<file path="src/rtl/core/ptff_pkg.sv">
// Package for the partition table first-fit allocator.
// Holds beat types, status and register codes, controller states and the
// command/status structs shared by the controller, datapath and top level.
package ptff_pkg;

  localparam int SLOT_COUNT = 4;
  localparam int SLOT_W     = 2;
  localparam int CAND_W     = 3;
  localparam int DISK_W     = 31;
  localparam int HDR_W      = 16;

  // The header start plus the end of every slot.
  localparam logic [CAND_W-1:0] LAST_CAND = CAND_W'(SLOT_COUNT);

  localparam logic [1:0] STATUS_CREATED    = 2'd0;
  localparam logic [1:0] STATUS_TABLE_FULL = 2'd1;
  localparam logic [1:0] STATUS_EXT_EXISTS = 2'd2;
  localparam logic [1:0] STATUS_NO_GAP     = 2'd3;

  localparam logic [1:0] CFG_DISK_BYTES   = 2'd0;
  localparam logic [1:0] CFG_HEADER_BYTES = 2'd1;
  localparam logic [1:0] CFG_LINK_BYTES   = 2'd2;

  localparam logic [DISK_W-1:0] DISK_RESET   = '0;
  localparam logic [HDR_W-1:0]  HEADER_RESET = 16'd512;
  localparam logic [HDR_W-1:0]  LINK_RESET   = 16'd32;

  typedef struct packed {
    logic [DISK_W-1:0] request_bytes;
    logic              part_kind;
    logic [1:0]        fit_code;
  } ptff_req_t;

  typedef struct packed {
    logic [1:0]        status;
    logic [SLOT_W-1:0] slot_index;
    logic [DISK_W-1:0] region_start;
  } ptff_rsp_t;

  typedef enum logic [1:0] {
    ST_IDLE,
    ST_EVAL,
    ST_JUDGE,
    ST_FINISH
  } ptff_state_t;

  typedef struct packed {
    logic              load;
    logic              eval;
    logic              judge;
    logic              finish;
    logic [CAND_W-1:0] cand;
  } ptff_cmd_t;

  typedef struct packed {
    logic skip;
  } ptff_stat_t;

endpackage

</file>
<file path="src/rtl/core/ptff_ctrl.sv">
// Controller of the partition table first-fit allocator.
// Steps through the candidate starts; depends on ptff_pkg.
module ptff_ctrl (
  input  logic                 clk,
  input  logic                 rst,
  input  logic                 start,
  output logic                 busy,
  input  ptff_pkg::ptff_stat_t stat,
  output ptff_pkg::ptff_cmd_t  cmd
);
  import ptff_pkg::*;

  ptff_state_t       state, state_next;
  logic [CAND_W-1:0] cand, cand_next;

  always_ff @(posedge clk) begin
    if (rst) begin
      state <= ST_IDLE;
      cand  <= '0;
    end else begin
      state <= state_next;
      cand  <= cand_next;
    end
  end

  always_comb begin
    state_next = state;
    cand_next  = cand;
    unique case (state)
      ST_IDLE: begin
        cand_next = '0;
        if (start) state_next = ST_EVAL;
      end
      ST_EVAL: begin
        if (stat.skip) state_next = ST_FINISH;
        else state_next = ST_JUDGE;
      end
      ST_JUDGE: begin
        if (cand == LAST_CAND) begin
          state_next = ST_FINISH;
        end else begin
          state_next = ST_EVAL;
          cand_next  = cand + CAND_W'(1);
        end
      end
      ST_FINISH: state_next = ST_IDLE;
      default:   state_next = ST_IDLE;
    endcase
  end

  always_comb begin
    cmd      = '0;
    cmd.cand = cand;
    busy     = (state != ST_IDLE);
    unique case (state)
      ST_IDLE:   cmd.load   = start;
      ST_EVAL:   cmd.eval   = !stat.skip;
      ST_JUDGE:  cmd.judge  = 1'b1;
      ST_FINISH: cmd.finish = 1'b1;
      default:   cmd        = '0;
    endcase
  end

endmodule

</file>
<file path="src/rtl/core/ptff_datapath.sv">
// Datapath of the partition table first-fit allocator.
// Holds the configuration, the slot table and the candidate checks; uses ptff_pkg.
module ptff_datapath (
  input  logic                 clk,
  input  logic                 rst,
  input  logic                 cfg_wr,
  input  logic [1:0]           cfg_index,
  input  logic [30:0]          cfg_data,
  input  ptff_pkg::ptff_req_t  request,
  input  ptff_pkg::ptff_cmd_t  cmd,
  output ptff_pkg::ptff_stat_t stat,
  output logic                 done,
  output ptff_pkg::ptff_rsp_t  result
);
  import ptff_pkg::*;

  logic [DISK_W-1:0] disk_bytes;
  logic [HDR_W-1:0]  header_bytes;
  logic [HDR_W-1:0]  link_bytes;

  logic [SLOT_COUNT-1:0] slot_active;
  logic [SLOT_COUNT-1:0] slot_kind;
  logic [1:0]            slot_fit   [SLOT_COUNT];
  logic [DISK_W-1:0]     slot_start [SLOT_COUNT];
  // Region end (start plus length) is kept instead of the length itself.
  logic [DISK_W:0]       slot_end   [SLOT_COUNT];

  ptff_req_t         req;
  logic              found;
  logic [DISK_W-1:0] best;

  logic [DISK_W:0]   e_pos;
  logic              e_ok;
  logic [DISK_W-1:0] e_end;

  logic              full, has_ext;
  logic [SLOT_W-1:0] free_slot;
  logic [CAND_W-1:0] cand_m1;
  logic [DISK_W:0]   pos;
  logic              cand_valid, in_range, pos_free;
  logic [DISK_W-1:0] run_end;
  logic [DISK_W-1:0] run_len;
  logic              fits;
  logic [1:0]        status_code;

  always_ff @(posedge clk) begin
    if (rst) begin
      disk_bytes   <= DISK_RESET;
      header_bytes <= HEADER_RESET;
      link_bytes   <= LINK_RESET;
    end else if (cfg_wr) begin
      unique case (cfg_index)
        CFG_DISK_BYTES:   disk_bytes   <= cfg_data;
        CFG_HEADER_BYTES: header_bytes <= cfg_data[HDR_W-1:0];
        CFG_LINK_BYTES:   link_bytes   <= cfg_data[HDR_W-1:0];
        default:          ;
      endcase
    end
  end

  // Table occupancy and the lowest free slot.
  always_comb begin
    full      = &slot_active;
    has_ext   = |(slot_active & slot_kind);
    free_slot = '0;
    for (int i = SLOT_COUNT - 1; i >= 0; i--) begin
      if (!slot_active[i]) free_slot = SLOT_W'(i);
    end
  end

  assign stat.skip = full || (req.part_kind && has_ext) || (req.request_bytes == '0);

  // Candidate evaluation: position, range, freedom and the end of its run.
  always_comb begin
    cand_m1    = cmd.cand - CAND_W'(1);
    cand_valid = (cmd.cand == '0) || slot_active[cand_m1[SLOT_W-1:0]];
    pos        = (cmd.cand == '0) ? (DISK_W + 1)'(header_bytes)
                                  : slot_end[cand_m1[SLOT_W-1:0]];
    in_range   = (pos >= (DISK_W + 1)'(header_bytes)) &&
                 (pos <  {1'b0, disk_bytes});
    pos_free   = 1'b1;
    run_end    = disk_bytes;
    for (int i = 0; i < SLOT_COUNT; i++) begin
      if (slot_active[i] && (pos >= {1'b0, slot_start[i]}) && (pos < slot_end[i]))
        pos_free = 1'b0;
      if (slot_active[i] && ({1'b0, slot_start[i]} > pos) && (slot_start[i] < run_end))
        run_end = slot_start[i];
    end
  end

  always_ff @(posedge clk) begin
    if (cmd.eval) begin
      e_pos <= pos;
      e_ok  <= cand_valid && in_range && pos_free;
      e_end <= run_end;
    end
  end

  // A candidate passing the checks lies below the disk end, so it fits 31 bits.
  always_comb begin
    run_len = e_end - e_pos[DISK_W-1:0];
    fits    = e_ok && (run_len >= req.request_bytes) &&
              (!req.part_kind || (run_len > DISK_W'(link_bytes)));
  end

  always_ff @(posedge clk) begin
    if (cmd.load) begin
      req   <= request;
      found <= 1'b0;
    end else if (cmd.judge && fits && (!found || (e_pos[DISK_W-1:0] < best))) begin
      found <= 1'b1;
      best  <= e_pos[DISK_W-1:0];
    end
  end

  always_comb begin
    priority if (full)                              status_code = STATUS_TABLE_FULL;
    else if (req.part_kind && has_ext)              status_code = STATUS_EXT_EXISTS;
    else if (!found || (req.request_bytes == '0))   status_code = STATUS_NO_GAP;
    else                                            status_code = STATUS_CREATED;
  end

  always_ff @(posedge clk) begin
    if (rst) begin
      slot_active <= '0;
    end else if (cmd.finish && (status_code == STATUS_CREATED)) begin
      slot_active[free_slot] <= 1'b1;
    end
  end

  always_ff @(posedge clk) begin
    if (cmd.finish && (status_code == STATUS_CREATED)) begin
      slot_kind[free_slot]  <= req.part_kind;
      slot_fit[free_slot]   <= req.fit_code;
      slot_start[free_slot] <= best;
      slot_end[free_slot]   <= {1'b0, best} + {1'b0, req.request_bytes};
    end
  end

  always_ff @(posedge clk) begin
    if (rst) done <= 1'b0;
    else     done <= cmd.finish;
  end

  always_ff @(posedge clk) begin
    if (cmd.finish) begin
      result.status <= status_code;
      if (status_code == STATUS_CREATED) begin
        result.slot_index   <= free_slot;
        result.region_start <= best;
      end else begin
        result.slot_index   <= '0;
        result.region_start <= '0;
      end
    end
  end

endmodule

</file>
<file path="src/rtl/core/partition_table_first_fit.sv">
// Partition table first-fit allocator, top level.
// The result beat shows on done, registered from the finish state, which
// follows the judge of the last candidate, or the first evaluation when the request errors early.
// A new request is taken only after the previous one finishes (busy is low);
// the scan visits five candidate starts, each with an evaluation and a judge state.
// Reset (rst, synchronous) empties the table and loads the register defaults.
// The receiver cannot stall: each result beat is valid for one cycle only.
module partition_table_first_fit (
  input  logic                clk,
  input  logic                rst,
  input  logic                cfg_wr,
  input  logic [1:0]          cfg_index,
  input  logic [30:0]         cfg_data,
  input  logic                start,
  output logic                busy,
  input  ptff_pkg::ptff_req_t request,
  output logic                done,
  output ptff_pkg::ptff_rsp_t result
);
  import ptff_pkg::*;

  // The controller walks the candidate list: the header start first, then
  // the end of every slot. Each candidate has an evaluation state, which
  // finds whether the position is free and where its run ends, and a judge
  // state, which measures the run and keeps the lowest fitting start.
  ptff_cmd_t  cmd;
  ptff_stat_t stat;

  // When the table is full, an extended region already exists or the length
  // is zero, the scan is skipped and the finish cycle reports the error.
  ptff_ctrl u_ctrl (
    .clk   (clk),
    .rst   (rst),
    .start (start),
    .busy  (busy),
    .stat  (stat),
    .cmd   (cmd)
  );

  // The datapath owns the registers and the slot table. A created region is
  // written into the lowest free slot in the finish cycle, so the next
  // request always sees the updated table.
  ptff_datapath u_datapath (
    .clk       (clk),
    .rst       (rst),
    .cfg_wr    (cfg_wr),
    .cfg_index (cfg_index),
    .cfg_data  (cfg_data),
    .request   (request),
    .cmd       (cmd),
    .stat      (stat),
    .done      (done),
    .result    (result)
  );

endmodule
</file>
<file path="config.mk">
export PLATFORM = sky130hd
export DESIGN_NAME = partition_table_first_fit
export DESIGN_NICKNAME = d
export VERILOG_FILES = /design/src/rtl/core/ptff_pkg.sv /design/src/rtl/core/ptff_ctrl.sv /design/src/rtl/core/ptff_datapath.sv /design/src/rtl/core/partition_table_first_fit.sv
export SDC_FILE = /design/constraint.sdc
export NUM_CORES = 1
export LEC_CHECK = 0
export ABC_CLOCK_PERIOD_IN_PS = 15400
export BUFFER_PORTS_ARGS = -buffer_cell sky130_fd_sc_hd__buf_2
export CAP_MARGIN = 30
export CORE_MARGIN = 3
export CORE_UTILIZATION = 55
export CTS_BUF_LIST = sky130_fd_sc_hd__clkbuf_16
export DETAILED_ROUTE_END_ITERATION = 16
export PLACE_DENSITY = 0.83
export SYNTH_ARGS = -nofsm -noshare
export SYNTH_HDL_FRONTEND = slang
export SYNTH_SLANG_ARGS = --single-unit
</file>
<file path="constraint.sdc">
create_clock -name clk -period 15.4 [get_ports clk]
set_input_delay 2.31 -clock clk [delete_from_list [all_inputs] [get_ports clk]]
set_output_delay 2.31 -clock clk [all_outputs]
set_load 0.02 [all_outputs]
</file>
==> out/metrics.cfg <==
[floorplan]
start_util_pct=55.70
ios=108
die_area_mm2=0.06285
fp.dieH_um=250.7
fp.dieW_um=250.7
rows=89
coreArea_mm2=0.05913

[layout]
final_util_pct=61.66
finalNetCount=3900
layout_common_cells=ha_1 (544), inv_1 (470), edfxtp_1 (417)
area_growth_pct=10.71
drive_gt1_share_pct=9.077
final_common_cell=ha_1

[synthesis]
synth_top_family_by_area=adder cells
synth_seq_cells=491
synth_xor_area_share_pct=1.409
synth_cells=3137
async_flop_share_pct=0
syn_nets=3755
synth_top_area_share_pct=38.02
avgSynthCellArea_um2=10.50
synth_compound_area_share_pct=12.83
ys_seq_area_share_pct=42.52
synthAdderAreaFrac_pct=20.89
yosys.area_share.simple_pct=11.33
yosysWarnings=0
yosys.area.top_type=edfxtp_1
syn_area_mm2=0.03293
yosys-top-cells-area=edfxtp_1 (38%), ha_1 (21%), inv_1 (5.3%)
synthMuxAreaShare_pct=5.015
synth.distinct_cells=81
synth-edff-count=417
synthFlopType=edfxtp_1

[worst_setup_path]
slowest_stage=a2111oi_0
required_ns=15.74
rr_worst_depth=47
reg2reg_slack_ns=1.37
cp_common_cell=a21oi_1
cp-end-kind=register
critPathArrivalTime_ns=14.37
path_max_fanout=28
worstSetupPathType=register to register
startpoint_type=register
cpPeakStageDelay_ns=0.95

[grt]
overflow=0
grt_first_pass_wirelength_um=137700
grt_pass1_vias=24510
grt_max_degree=74
grt_antenna_before_repair=2
grt_usage_pct=28.33

[clock_tree]
cts_tree=yes
cts.repair.resized=0
path_clk_slew_ns=0.07
cts_max_path_buffers=3
cts_setup_buffers=0
htreeDepth=2
clock_latency_ns=0.62
cts_sinks=491
ctsHoldBuffers=0
cts_root_buffer=clkbuf_16
cts-buffers-inserted=53

[pwr]
combPwrFrac_pct=15.0
pwr-share-clk_pct=40.0
power_density_mw_per_mm2=92.61
p_int_mw=2.466
finalPower_mw=3.377
p_sw_share_pct=26.97
pwr-share-seq_pct=45.0
switchingPower_mw=0.9106
vdd.ir_drop.worst_mv=0.07827
p_leak_nw=15.99

[sta]
min_period_ns=14.03
slew_headroom_pct=29.74
setup-violations-final=0
skew_ns=0.02444
final-max-slew-violation-count=0
rsz0062_at_grt=no
timing.fmax_mhz=71.25
worstMarginPinSlew_ns=1.044
fin_crit_sh_pct=91.13
hold_violations=0
setup_tns_ns=0

[drt]
drt-initial-drc-count=2402
drc_errors=0
postRouteAntennaNets=0
wire_per_inst_um=21.90
firstDrtPassIters=5
vias=24760
vias_per_cell=6.038
wl_um=89800

[flow_run]
drv_cap=0

[place]
gp_congestion=0.9543
numPortBuffers=105
hpwl_um=68320

[hold_path]
hold_depth=2
hold_path_class=register to register

[status]
status=completed

## critical path, delay by kind of cell, from the launching register on
family / cells / cell delay (ns)
compound gates: 20 / 6.34
simple gates: 12 / 2.51
fa+ha+maj: 5 / 1.77
buf+inv: 6 / 1.62
mux: 4 / 1.11
flops: 1 / 0.36
## registers in the layout, summed over array words and instances (netlist names)
register                 count
u_datapath.slot_end        128
u_datapath.slot_start      124
u_datapath.result           35
u_datapath.req              32
u_datapath.best             31
u_datapath.disk_bytes       31
u_datapath.e_end            31
u_datapath.e_pos            31
u_datapath.header_bytes     16
u_datapath.link_bytes       16
u_datapath.slot_active       4
u_datapath.slot_kind         4
u_ctrl.cand                  3
u_ctrl.state                 2
u_datapath.done              1
u_datapath.e_ok              1
u_datapath.found             1
## cells in the mapped netlist (all sizes together) (8+ instances only)
cell	count
xor2	15
a211oi	20
nand4	84
a21o	85
o21a	62
mux2i	84
o2111ai	8
a21oi	257
ha	545
mux4	33
or3	8
nor2b	72
inv	464
nand3b	8
nor2	118
and3	15
and2	50
a31oi	11
nand2	211
and4	8
o211ai	16
nand3	24
o21ai	134
nand2b	55
a21boi	16
clkbuf	36
nor4	19
nor3	33
dfxtp	74
or2	9
buf	19
edfxtp	417
xnor2	38
## per-stage QoR
stage / hold WS (ns) / setup slack, ns / instances / cell area, um^2
after floorplan: 0.4363 / 1.668 / 3137 / 32930
after global placement: 0.4419 / 2.065 / 3996 / 34530
after detailed placement: 0.4466 / 1.800 / 3998 / 34580
after CTS: 0.4554 / 1.603 / 4098 / 36410
after global routing: 0.4728 / 0.5114 / 4101 / 36460
final: 0.4563 / 1.366 / 4101 / 36460
## power groups by stage
stage	clock network, mW	registers (mW)	logic (mW)
after floorplan	0	1.53	0.339
after global placement	0	1.54	0.478
after detailed placement	0	1.54	0.494
after CTS	1.36	1.52	0.502
after global routing	1.41	1.52	0.565
final	1.35	1.52	0.508
## final cells by class
class,count,area (um^2)
Sequential cell,491,14000
Timing Repair Buffer,145,890.9
Tap cell,773,967.2
Clock inverter,42,377.9
Antenna cell,1,2.502
Fill cell,4694,22670
Clock buffer,58,1451
Inverter,464,1742
Multi-Input combinational cell,2127,17030
## path summary, 6_finish.rpt
check,startpoint,end
worst max-delay path,u_ctrl.cand[1],u_datapath.e_end[23]
worst min-delay path,u_datapath.header_bytes[14],u_datapath.header_bytes[14]
worst max register to register,u_ctrl.cand[1],u_datapath.e_end[23]
worst min register to register,u_datapath.header_bytes[14],u_datapath.header_bytes[14]
## kinds of logic (layout without fill, tap and decap cells)
logic type                 after synthesis  count (layout)
xor gates and xnor gates                53              53
and+or+nand+nor                        729             729
adders and majority gates              549             549
buffers and inverters                  519             709
DFF                                    491             491
other                                    0               1
AOI/OAI and AO/OA                      673             673
muxes                                  123             123
## layer usage
layer | up-vias | share of wire [%] | track usage [%]
met2 | 1037 | 47 | 47.36
met4 | 0 | 5.5 | 13.62
met3 | 266 | 7.2 | 4.402
li1 | 11670 | - | -
met1 | 11790 | 40 | 36.18
met5 | - | 0 | 0
Power figures use the tool's default switching activity.
